==> src/design/rssi_proximity_lock_controller_macros.svh <==
// assertion macros for the controller's checks
`ifndef RSSI_PROXIMITY_LOCK_CONTROLLER_MACROS_SVH
`define RSSI_PROXIMITY_LOCK_CONTROLLER_MACROS_SVH

// same-cycle implication, disabled in reset
`define RPLC_ASSERT_IMPL(label, ante, cons) \
  label: assert property (@(posedge clk) disable iff (rst) (ante) |-> (cons)) \
    else $error("rplc check failed");

// next-cycle implication, disabled in reset
`define RPLC_ASSERT_NEXT(label, ante, cons) \
  label: assert property (@(posedge clk) disable iff (rst) (ante) |=> (cons)) \
    else $error("rplc check failed");

`endif

==> src/design/rplc_pkg.sv <==
// ----------------------------------------------------------------------------
// rplc_pkg
// shared constants and codes for the rssi proximity lock controller
// ----------------------------------------------------------------------------
package rplc_pkg;

  // input kinds (tuser)
  localparam logic [1:0] OP_SAMPLE = 2'd0;
  localparam logic [1:0] OP_TICK   = 2'd1;
  localparam logic [1:0] OP_MANUAL = 2'd2;
  localparam logic [1:0] OP_CLEAR  = 2'd3;

  // manual commands
  localparam logic [1:0] CMD_OTHER  = 2'd0;
  localparam logic [1:0] CMD_UNLOCK = 2'd1;
  localparam logic [1:0] CMD_LOCK   = 2'd2;
  localparam logic [1:0] CMD_TRUNK  = 2'd3;

  // door states
  localparam logic [1:0] DOOR_LOCKED   = 2'd0;
  localparam logic [1:0] DOOR_UNLOCKED = 2'd1;
  localparam logic [1:0] DOOR_UNKNOWN  = 2'd2;

  // pin masks
  localparam logic [2:0] PIN_UNLOCK = 3'b001;
  localparam logic [2:0] PIN_LOCK   = 3'b010;
  localparam logic [2:0] PIN_TRUNK  = 3'b100;

  // register indexes
  localparam logic [2:0] CFG_UNLOCK_THR  = 3'd0;
  localparam logic [2:0] CFG_LOCK_THR    = 3'd1;
  localparam logic [2:0] CFG_UNLOCK_RUNS = 3'd2;
  localparam logic [2:0] CFG_LOCK_RUNS   = 3'd3;
  localparam logic [2:0] CFG_COOLDOWN    = 3'd4;
  localparam logic [2:0] CFG_NOISE_R     = 3'd5;
  localparam logic [2:0] CFG_LOCK_PULSE  = 3'd6;
  localparam logic [2:0] CFG_TRUNK_PULSE = 3'd7;

  localparam logic [1:0]        SPIKE_LIMIT = 2'd2;
  localparam logic signed [8:0] SPIKE_JUMP  = 9'sd25;
  localparam logic [15:0]       Q_ONE       = 16'd256;
  localparam logic signed [15:0] EST_RESET  = -16'sd20480;

  // divider geometry
  localparam int DIV_NUM_W  = 34;
  localparam int DIV_DEN_W  = 18;
  localparam int DIV_QUOT_W = 17;

endpackage

==> src/design/rplc_div.sv <==
// ----------------------------------------------------------------------------
// rplc_div
// restoring divider, one quotient bit per cycle
// ----------------------------------------------------------------------------
module rplc_div #(
  parameter int NUM_W  = 34,
  parameter int DEN_W  = 18,
  parameter int QUOT_W = 17
) (
  input  logic              clk,
  input  logic              rst,
  input  logic              start,
  input  logic [NUM_W-1:0]  num,
  input  logic [DEN_W-1:0]  den,
  output logic              done,
  output logic [QUOT_W-1:0] quot
);

  localparam int CNT_W = $clog2(QUOT_W + 1);

  // quotient is known to fit QUOT_W bits, so the top of num is below den
  logic              busy;
  logic [CNT_W-1:0]  cnt;
  logic [DEN_W-1:0]  rem;
  logic [DEN_W-1:0]  den_r;
  logic [QUOT_W-1:0] low;
  logic [DEN_W:0]    trial;
  logic [DEN_W:0]    diff;
  logic              ge;

  assign trial = {rem, low[QUOT_W-1]};
  assign diff  = trial - {1'b0, den_r};
  assign ge    = trial >= {1'b0, den_r};
  assign quot  = low;

  always_ff @(posedge clk) begin
    if (rst) begin
      busy <= 1'b0;
      done <= 1'b0;
      cnt  <= '0;
    end else begin
      done <= 1'b0;
      if (start) begin
        busy  <= 1'b1;
        cnt   <= CNT_W'(QUOT_W);
        rem   <= DEN_W'(num[NUM_W-1:QUOT_W]);
        low   <= num[QUOT_W-1:0];
        den_r <= den;
      end else if (busy) begin
        rem <= ge ? diff[DEN_W-1:0] : trial[DEN_W-1:0];
        low <= {low[QUOT_W-2:0], ge};
        cnt <= cnt - 1'b1;
        if (cnt == CNT_W'(1)) begin
          busy <= 1'b0;
          done <= 1'b1;
        end
      end
    end
  end

endmodule

==> src/design/rssi_proximity_lock_controller.sv <==
// sequencing: ticks, commands, resets and filtered-out samples go from idle
//   to the emit state, then into the output register; a filter update first
//   runs MULX, DIVX, MULP and DIVP, two 17-step passes through the shared divider
// flow: only one transaction is in flight at a time; a new one is accepted
//   only while idle and while the output register is free or being taken
// reset: rst is synchronous, active high; registers return to their defaults,
//   door state goes to unknown, the estimate to -80 dBm
// ----------------------------------------------------------------------------
// rssi_proximity_lock_controller
// scalar kalman filter on rssi with hysteresis lock / unlock decisions
// ----------------------------------------------------------------------------
module rssi_proximity_lock_controller #(
  parameter int DIV_NUM_W  = rplc_pkg::DIV_NUM_W,
  parameter int DIV_DEN_W  = rplc_pkg::DIV_DEN_W,
  parameter int DIV_QUOT_W = rplc_pkg::DIV_QUOT_W
) (
  input  logic        clk,
  input  logic        rst,
  input  logic        s_axis_tvalid,
  output logic        s_axis_tready,
  input  logic [15:0] s_axis_tdata,   // rssi[7:0], command[9:8], zero fill
  input  logic [1:0]  s_axis_tuser,   // op[1:0]
  output logic        m_axis_tvalid,
  input  logic        m_axis_tready,
  // key_state[1:0], pins[4:2], estimate[20:5], estimate_valid[21],
  // latest_rssi[29:22], cooling[30], zero fill
  output logic [31:0] m_axis_tdata,
  input  logic        cfg_we,
  input  logic [2:0]  cfg_index,
  input  logic [15:0] cfg_data
);

  // sequencer states
  typedef enum logic [5:0] {
    ST_IDLE = 6'b000001,
    ST_MULX = 6'b000010,
    ST_DIVX = 6'b000100,
    ST_MULP = 6'b001000,
    ST_DIVP = 6'b010000,
    ST_EMIT = 6'b100000
  } state_t;

  state_t state, state_next;

  // configuration registers
  logic signed [7:0] unlock_threshold, lock_threshold;
  logic [4:0]        unlock_runs, lock_runs;
  logic [14:0]       cooldown_limit;
  logic [5:0]        noise_r;
  logic [15:0]       lock_pulse_ms, trunk_pulse_ms;

  // controller state
  logic signed [15:0] est_value, est_value_next;
  logic [15:0]        est_variance, est_variance_next;
  logic               filter_started, filter_started_next;
  logic signed [7:0]  prev_raw, prev_raw_next;
  logic               prev_raw_valid, prev_raw_valid_next;
  logic signed [7:0]  last_accepted, last_accepted_next;
  logic [1:0]         spike_run, spike_run_next;
  logic               new_estimate, new_estimate_next;
  logic [4:0]         near_run, near_run_next;
  logic [4:0]         far_run, far_run_next;
  logic [1:0]         door_state, door_state_next;
  logic [2:0]         pulse_pins, pulse_pins_next;
  logic [15:0]        pulse_left, pulse_left_next;
  logic               cooldown_on, cooldown_on_next;
  logic [14:0]        cooldown_elapsed, cooldown_elapsed_next;

  // filter update operands, latched when a sample is taken
  logic               k_neg, k_neg_next;
  logic [16:0]        k_mag, k_mag_next;
  logic [16:0]        k_pp, k_pp_next;
  logic [17:0]        k_den, k_den_next;

  // divider hookup
  logic                  div_start;
  logic [DIV_NUM_W-1:0]  div_num;
  logic                  div_done;
  logic [DIV_QUOT_W-1:0] div_quot;

  // input fields
  logic                in_acc;
  logic [1:0]          in_op;
  logic signed [7:0]   in_rssi;
  logic [1:0]          in_cmd;

  // helpers
  logic signed [8:0]   jump;
  logic signed [16:0]  meas_diff;
  logic                tick_go;
  logic [33:0]         prod_x;
  logic [22:0]         prod_p;
  logic signed [17:0]  est_sum;

  assign in_op   = s_axis_tuser;
  assign in_rssi = s_axis_tdata[7:0];
  assign in_cmd  = s_axis_tdata[9:8];
  assign s_axis_tready = (state == ST_IDLE) && (!m_axis_tvalid || m_axis_tready);
  assign in_acc  = s_axis_tvalid && s_axis_tready;

  assign jump      = 9'(in_rssi) - 9'(prev_raw);
  assign meas_diff = 17'($signed({in_rssi, 8'h00})) - 17'(est_value);
  assign prod_x    = k_mag * k_pp;
  assign prod_p    = 23'(k_pp) * 23'(noise_r);
  // apply the rounded step with its sign
  assign est_sum   = k_neg ? 18'(est_value) - 18'(div_quot)
                           : 18'(est_value) + 18'(div_quot);

  rplc_div #(
    .NUM_W  (DIV_NUM_W),
    .DEN_W  (DIV_DEN_W),
    .QUOT_W (DIV_QUOT_W)
  ) u_div (
    .clk   (clk),
    .rst   (rst),
    .start (div_start),
    .num   (div_num),
    .den   (DIV_DEN_W'(k_den)),
    .done  (div_done),
    .quot  (div_quot)
  );

  always_comb begin
    state_next            = state;
    est_value_next        = est_value;
    est_variance_next     = est_variance;
    filter_started_next   = filter_started;
    prev_raw_next         = prev_raw;
    prev_raw_valid_next   = prev_raw_valid;
    last_accepted_next    = last_accepted;
    spike_run_next        = spike_run;
    new_estimate_next     = new_estimate;
    near_run_next         = near_run;
    far_run_next          = far_run;
    door_state_next       = door_state;
    pulse_pins_next       = pulse_pins;
    pulse_left_next       = pulse_left;
    cooldown_on_next      = cooldown_on;
    cooldown_elapsed_next = cooldown_elapsed;
    k_neg_next            = k_neg;
    k_mag_next            = k_mag;
    k_pp_next             = k_pp;
    k_den_next            = k_den;
    tick_go               = 1'b1;

    case (state)
      ST_IDLE: begin
        if (in_acc) begin
          state_next = ST_EMIT;
          case (in_op)
            rplc_pkg::OP_SAMPLE: begin
              // non-negative samples are dropped entirely
              if (in_rssi[7]) begin
                last_accepted_next = in_rssi;
                if (prev_raw_valid) begin
                  if (jump > rplc_pkg::SPIKE_JUMP || jump < -rplc_pkg::SPIKE_JUMP) begin
                    if (spike_run != 2'd3) spike_run_next = spike_run + 2'd1;
                  end else begin
                    spike_run_next = 2'd0;
                  end
                end
                prev_raw_next       = in_rssi;
                prev_raw_valid_next = 1'b1;
                if (spike_run_next < rplc_pkg::SPIKE_LIMIT) begin
                  new_estimate_next = 1'b1;
                  if (!filter_started) begin
                    // first sample seeds the estimate
                    est_value_next      = {in_rssi, 8'h00};
                    filter_started_next = 1'b1;
                  end else begin
                    k_neg_next = meas_diff[16];
                    k_mag_next = meas_diff[16] ? 17'(-meas_diff) : 17'(meas_diff);
                    k_pp_next  = 17'(est_variance) + 17'(rplc_pkg::Q_ONE);
                    k_den_next = 18'(est_variance) + 18'(rplc_pkg::Q_ONE)
                               + 18'({noise_r, 8'h00});
                    state_next = ST_MULX;
                  end
                end
              end
            end
            rplc_pkg::OP_TICK: begin
              // pulse countdown first
              if (pulse_pins != 3'd0) begin
                if (pulse_left <= 16'd1) begin
                  pulse_left_next = 16'd0;
                  pulse_pins_next = 3'd0;
                end else begin
                  pulse_left_next = pulse_left - 16'd1;
                end
              end
              // then the manual cooldown
              if (cooldown_on) begin
                if (cooldown_elapsed != 15'h7FFF)
                  cooldown_elapsed_next = cooldown_elapsed + 15'd1;
                if (cooldown_elapsed_next >= cooldown_limit) cooldown_on_next = 1'b0;
                else tick_go = 1'b0;
              end
              // then the run decision on the newest estimate
              if (tick_go && filter_started && pulse_pins_next == 3'd0 && new_estimate) begin
                new_estimate_next = 1'b0;
                if (est_value > $signed({unlock_threshold, 8'h00})) begin
                  if (near_run != 5'd31) near_run_next = near_run + 5'd1;
                  far_run_next = 5'd0;
                  if (near_run_next >= unlock_runs &&
                      door_state != rplc_pkg::DOOR_UNLOCKED) begin
                    door_state_next = rplc_pkg::DOOR_UNLOCKED;
                    near_run_next   = 5'd0;
                    pulse_pins_next = rplc_pkg::PIN_UNLOCK;
                    pulse_left_next = lock_pulse_ms;
                  end
                end else if (est_value < $signed({lock_threshold, 8'h00})) begin
                  if (far_run != 5'd31) far_run_next = far_run + 5'd1;
                  near_run_next = 5'd0;
                  if (far_run_next >= lock_runs &&
                      door_state != rplc_pkg::DOOR_LOCKED) begin
                    door_state_next = rplc_pkg::DOOR_LOCKED;
                    far_run_next    = 5'd0;
                    pulse_pins_next = rplc_pkg::PIN_LOCK;
                    pulse_left_next = lock_pulse_ms;
                  end
                end else begin
                  near_run_next = 5'd0;
                  far_run_next  = 5'd0;
                end
              end
            end
            rplc_pkg::OP_MANUAL: begin
              cooldown_on_next      = 1'b1;
              cooldown_elapsed_next = 15'd0;
              case (in_cmd)
                rplc_pkg::CMD_TRUNK: begin
                  if (pulse_pins == 3'd0) begin
                    pulse_pins_next = rplc_pkg::PIN_TRUNK;
                    pulse_left_next = trunk_pulse_ms;
                  end
                end
                rplc_pkg::CMD_UNLOCK: begin
                  door_state_next = rplc_pkg::DOOR_UNLOCKED;
                  near_run_next   = 5'd0;
                  far_run_next    = 5'd0;
                  if (pulse_pins == 3'd0) begin
                    pulse_pins_next = rplc_pkg::PIN_UNLOCK;
                    pulse_left_next = lock_pulse_ms;
                  end
                end
                rplc_pkg::CMD_LOCK: begin
                  door_state_next = rplc_pkg::DOOR_LOCKED;
                  near_run_next   = 5'd0;
                  far_run_next    = 5'd0;
                  if (pulse_pins == 3'd0) begin
                    pulse_pins_next = rplc_pkg::PIN_LOCK;
                    pulse_left_next = lock_pulse_ms;
                  end
                end
                default: ;
              endcase
            end
            default: begin
              // session reset keeps door state and registers
              est_value_next        = rplc_pkg::EST_RESET;
              est_variance_next     = rplc_pkg::Q_ONE;
              filter_started_next   = 1'b0;
              prev_raw_next         = 8'sd0;
              prev_raw_valid_next   = 1'b0;
              last_accepted_next    = 8'sd0;
              spike_run_next        = 2'd0;
              new_estimate_next     = 1'b0;
              near_run_next         = 5'd0;
              far_run_next          = 5'd0;
              pulse_pins_next       = 3'd0;
              pulse_left_next       = 16'd0;
              cooldown_on_next      = 1'b0;
              cooldown_elapsed_next = 15'd0;
            end
          endcase
        end
      end
      ST_MULX: state_next = ST_DIVX;
      ST_DIVX: begin
        if (div_done) begin
          // clamp to [-32768, 0]
          if (est_sum < -18'sd32768)   est_value_next = -16'sd32768;
          else if (est_sum > 18'sd0)   est_value_next = 16'sd0;
          else                         est_value_next = est_sum[15:0];
          state_next = ST_MULP;
        end
      end
      ST_MULP: state_next = ST_DIVP;
      ST_DIVP: begin
        if (div_done) begin
          est_variance_next = div_quot[15:0];
          state_next        = ST_EMIT;
        end
      end
      ST_EMIT: state_next = ST_IDLE;
      default: state_next = ST_IDLE;
    endcase
  end

  always_ff @(posedge clk) begin
    if (rst) begin
      state            <= ST_IDLE;
      unlock_threshold <= -8'sd45;
      lock_threshold   <= -8'sd65;
      unlock_runs      <= 5'd3;
      lock_runs        <= 5'd5;
      cooldown_limit   <= 15'd8000;
      noise_r          <= 6'd25;
      lock_pulse_ms    <= 16'd200;
      trunk_pulse_ms   <= 16'd1000;
      est_value        <= rplc_pkg::EST_RESET;
      est_variance     <= rplc_pkg::Q_ONE;
      filter_started   <= 1'b0;
      prev_raw         <= 8'sd0;
      prev_raw_valid   <= 1'b0;
      last_accepted    <= 8'sd0;
      spike_run        <= 2'd0;
      new_estimate     <= 1'b0;
      near_run         <= 5'd0;
      far_run          <= 5'd0;
      door_state       <= rplc_pkg::DOOR_UNKNOWN;
      pulse_pins       <= 3'd0;
      pulse_left       <= 16'd0;
      cooldown_on      <= 1'b0;
      cooldown_elapsed <= 15'd0;
      div_start        <= 1'b0;
      m_axis_tvalid    <= 1'b0;
    end else begin
      state            <= state_next;
      est_value        <= est_value_next;
      est_variance     <= est_variance_next;
      filter_started   <= filter_started_next;
      prev_raw         <= prev_raw_next;
      prev_raw_valid   <= prev_raw_valid_next;
      last_accepted    <= last_accepted_next;
      spike_run        <= spike_run_next;
      new_estimate     <= new_estimate_next;
      near_run         <= near_run_next;
      far_run          <= far_run_next;
      door_state       <= door_state_next;
      pulse_pins       <= pulse_pins_next;
      pulse_left       <= pulse_left_next;
      cooldown_on      <= cooldown_on_next;
      cooldown_elapsed <= cooldown_elapsed_next;
      div_start        <= (state == ST_MULX) || (state == ST_MULP);

      if (cfg_we) begin
        case (cfg_index)
          rplc_pkg::CFG_UNLOCK_THR:  unlock_threshold <= cfg_data[7:0];
          rplc_pkg::CFG_LOCK_THR:    lock_threshold   <= cfg_data[7:0];
          rplc_pkg::CFG_UNLOCK_RUNS: unlock_runs      <= cfg_data[4:0];
          rplc_pkg::CFG_LOCK_RUNS:   lock_runs        <= cfg_data[4:0];
          rplc_pkg::CFG_COOLDOWN:    cooldown_limit   <= cfg_data[14:0];
          rplc_pkg::CFG_NOISE_R:     noise_r          <= cfg_data[5:0];
          rplc_pkg::CFG_LOCK_PULSE:  lock_pulse_ms    <= cfg_data;
          rplc_pkg::CFG_TRUNK_PULSE: trunk_pulse_ms   <= cfg_data;
          default: ;
        endcase
      end

      // output register: loaded once the transaction is fully worked
      if (state == ST_EMIT) m_axis_tvalid <= 1'b1;
      else if (m_axis_tready) m_axis_tvalid <= 1'b0;
    end
  end

  // payload registers, no reset needed
  always_ff @(posedge clk) begin
    k_neg <= k_neg_next;
    k_mag <= k_mag_next;
    k_pp  <= k_pp_next;
    k_den <= k_den_next;
    // gain step numerator, then variance numerator, both rounded by den/2
    if (state == ST_MULX)
      div_num <= DIV_NUM_W'(prod_x) + DIV_NUM_W'(k_den >> 1);
    else if (state == ST_MULP)
      div_num <= DIV_NUM_W'({prod_p, 8'h00}) + DIV_NUM_W'(k_den >> 1);
    if (state == ST_EMIT)
      m_axis_tdata <= {1'b0, cooldown_on, last_accepted, filter_started,
                       est_value, pulse_pins, door_state};
  end

  `include "rssi_proximity_lock_controller_macros.svh"

  // items only enter while the sequencer is idle
  `RPLC_ASSERT_IMPL(a_accept_idle, in_acc, state == ST_IDLE)
  // the divider only finishes while the sequencer waits on it
  `RPLC_ASSERT_IMPL(a_div_owned, div_done, state == ST_DIVX || state == ST_DIVP)
  // at most one output pin is driven
  `RPLC_ASSERT_IMPL(a_one_pin, 1'b1, $onehot0(pulse_pins))
  // the estimate never goes above zero dBm
  `RPLC_ASSERT_IMPL(a_est_range, 1'b1, est_value[15] || est_value == 16'sd0)
  // a worked transaction always lands in the output register
  `RPLC_ASSERT_NEXT(a_emit_valid, state == ST_EMIT, m_axis_tvalid)

endmodule

==> config.mk <==
export PLATFORM = sky130hd
export DESIGN_NAME = rssi_proximity_lock_controller
export DESIGN_NICKNAME = d
export VERILOG_FILES = /design/src/design/rplc_pkg.sv /design/src/design/rplc_div.sv /design/src/design/rssi_proximity_lock_controller.sv
export VERILOG_INCLUDE_DIRS = /design/src /design/src/design
export SDC_FILE = /design/constraint.sdc
export NUM_CORES = 2
export LEC_CHECK = 0
export BUFFER_PORTS_ARGS = -buffer_cell sky130_fd_sc_hd__buf_2
export CORE_ASPECT_RATIO = 1.75
export CORE_MARGIN = 10
export CORE_UTILIZATION = 30
export CTS_BUF_LIST = sky130_fd_sc_hd__clkbuf_4
export DETAILED_ROUTE_END_ITERATION = 7
export PLACE_DENSITY_LB_ADDON = 0.2
export SLEW_MARGIN = 20
export SYNTH_ARGS = -nofsm -noshare
export SYNTH_HDL_FRONTEND = slang
export SYNTH_HIERARCHICAL = 1
export SYNTH_SLANG_ARGS = --single-unit
==> constraint.sdc <==
create_clock -name clk -period 10.9 [get_ports clk]
set_input_delay 0.545 -clock clk [delete_from_list [all_inputs] [get_ports clk]]
set_output_delay 0.545 -clock clk [all_outputs]
set_load 0.005 [all_outputs]
==> out/metrics.csv <==
metric,value,unit
dpl_cell_area,0.03490,sq mm
synth_area_per_cell,9.028,sq um
clock_latency,0.95,ns
fin_area,0.03625,sq mm
slew_viol_final,0,
io-pin-count,76,
cts_buffers,85,
start_kind,flop,
dieArea,0.1240,sq mm
die_x,270.6,um
worst_slew_pin_slew,1.070,ns
core-area,0.1089,sq mm
grt_pass1_wl,159900,um
hold_viol,0,
maxSlewHeadroom,28.43,%
yosys.area_share.xor_xnor,4.491,%
async_flop_share,0,%
grt_max_degree,116,
rows,160,
n_fill_cell,11563,
numPortBuffers,68,
cp-end-kind,flop,
cts.hold.buffers_added,26,
fin_setup_tns,0,ns
routed_wl,102200,um
dr.first_iter.drc_count,972,
postCtsSetupBuffers,0,
synth_cells,3651,
hpwl,80220,um
grt_usage,16.57,%
cts_htree_levels,3,
required,11.52,ns
vias,25785,
cts_sinks,347,
grt_pass1_vias,27791,
antenna_found_initial,3,
post-route-period-util,69.60,%
setup_violations,0,
routedWlPerCell,19.46,um
critPathMaxFanout,23,
cts_root_buf,clkbuf_4,
multi_input_area,0.02193,sq mm
routabilityCongestion,0.8509,
ys_top_cells_by_area,"fa_1 (19%), edfxtp_1 (15%), dfxtp_1 (11%)",
outcome,finished clean,
area_growth,9.972,%
drt_first_pass_iters,6,
synth-seq-cells,347,
synth_edf_count,162,
initial_utilization,30.27,%
pwr_density_cell,91.45,mW/mm^2
post_cts_resized,0,
synth-simple-area-share,17.75,%
cts_max_path_buffers,3,
cp.arrival,8.20,ns
yosys_warnings,6,
netlist_area,0.03296,sq mm
p_leak,0.01600,uW
ff_latch_area,0.008569,sq mm
synth_mux_area_share,2.931,%
grt_overflow,0,
max_cap_viol_count,0,
clock.fmax,131.8,MHz
drtAntennaViolNets,0,
synthFlopType,dfxtp_1,
synth-compound-area-share,12.48,%
die_h,458.5,um
fin_crit,7.587,ns
synthAdderAreaFrac,28.76,%
num-nets-final,4345,
ys_types,90,
rsz0062_at_grt,false,
synth_top_family_by_area,adder cells,
min_path_type,in2reg,
yosysTopAreaCellShare,18.59,%
path_clk_slew,0.08,ns
holdWs,0.2267,ns
synth-seq-area-share,26.00,%
ir_drop,0.09776,mV
fin_skew,0.09280,ns
drive_gt1_share,8.808,%
cts_tree,done,
path_class,reg2reg,
drc,0,
synth_area_leader_cell,fa_1,
vias_per_cell,4.908,
## state kept, by name, indices dropped and copies added (netlist names), 17 cells and up
signal and cells:
div_num 34, k_mag 17, k_pp 17, m_axis_tdata 31, u_div/den_r 18, u_div/quot 17
u_div/rem 18
## cell usage after synthesis (all sizes together), types with 9 or more instances
cell type  number
and3           17
o21ai         105
a31oi          22
o31ai          13
a21o           51
mux2i          47
clkbuf        127
or2            14
mux2           44
buf            19
o21bai         14
xnor2         105
nor2          211
inv           508
edfxtp        162
nand4          17
nand3          68
or3            22
nor3           56
a22o            9
ha            268
nand2b         42
a211o          16
nor4           13
o211ai         29
a211oi         27
nor2b          35
nand2         439
xor2           64
a21oi         183
nand3b         10
nor3b          12
fa            306
and2          213
dfxtp         185
a22oi          38
o21a           26
## cells in the final DEF (no fill, tap or decap), types with 34 or more instances in the layout
cell / instances
nor2b_1: 34
a21oi_1: 179
a21o_1: 51
ha_1: 268
and2_1: 210
nand3_1: 67
a22oi_1: 38
mux2_2: 44
o21ai_0: 99
clkbuf_4: 122
fa_1: 306
nand2_1: 438
buf_2: 67
buf_4: 42
mux2i_1: 47
dfxtp_1: 184
xor2_1: 64
inv_1: 508
edfxtp_1: 162
nand2b_1: 42
xnor2_1: 105
nor2_1: 204
nor3_1: 54
## routing by layer
metal  GRT usage (%)  routed length [um]
met1           15.40               34940
met2           34.42               59720
met3           1.937                2641
met4           8.132                4917
met5               0                   0
## cell type report
type	count	share of cell area, %
Antenna cell	4	0.02761
Clock buffer	122	2.527
Clock inverter	28	0.4418
Inverter	508	5.261
Multi-Input combinational cell	2651	60.50
Sequential cell	347	23.64
Tap cell	1458	5.033
Timing Repair Buffer	136	2.568
## kinds of logic after synthesis
group,after synthesis
mux,91
flops,347
other cells,1
compound gates,619
fa+ha+maj,574
buf+inv,654
xor+xnor,169
simple gates,1196
## power breakdown
group / total, uW / internal [uW] / switching, uW
Clock: 1130 / 542 / 590
Combinational: 745 / 269 / 475
Sequential: 1440 / 1400 / 41.4
Total: 3310 / 2210 / 1110
## critical path, stage by stage, from the launching register on
cell	delay, ns
edfxtp_1	1.00
nand2_1	0.19
fa_1	0.55
fa_1	0.55
inv_1	0.06
fa_1	0.51
fa_1	0.55
fa_1	0.56
inv_1	0.06
fa_1	0.54
inv_1	0.05
ha_1	0.41
nand3_1	0.13
nor3_1	0.25
nand4_1	0.12
o2bb2ai_1	0.36
o311a_1	0.29
o21ai_0	0.15
o21ai_0	0.51
nand2_1	0.17
mux2i_1	0.17
nand3_1	0.10
## final timing paths
kind	from	end	slack (ns)	cells past startpoint
hold reg to reg	est_variance[4]	k_pp[4]	0.43	0
setup reg to reg	k_pp[16]	div_num[31]	3.31	21
hold / removal	cfg_index[1]	trunk_pulse_ms[10]	0.23	5
setup / recovery	k_pp[16]	div_num[31]	3.31	21
## stage by stage
step                setup slack (ns)  instances  utilization, %  power, uW
CTS                            3.225       5250           33.27       3387
global route                   2.932       5254           33.28       3518
global placement               3.308       5074           32.05       2206
finish                         3.313       5254           33.28       3315
detailed placement             3.271       5074           32.05       2208
floorplan                      4.648       3652               -       1966
Power figures use the tool's default switching activity.
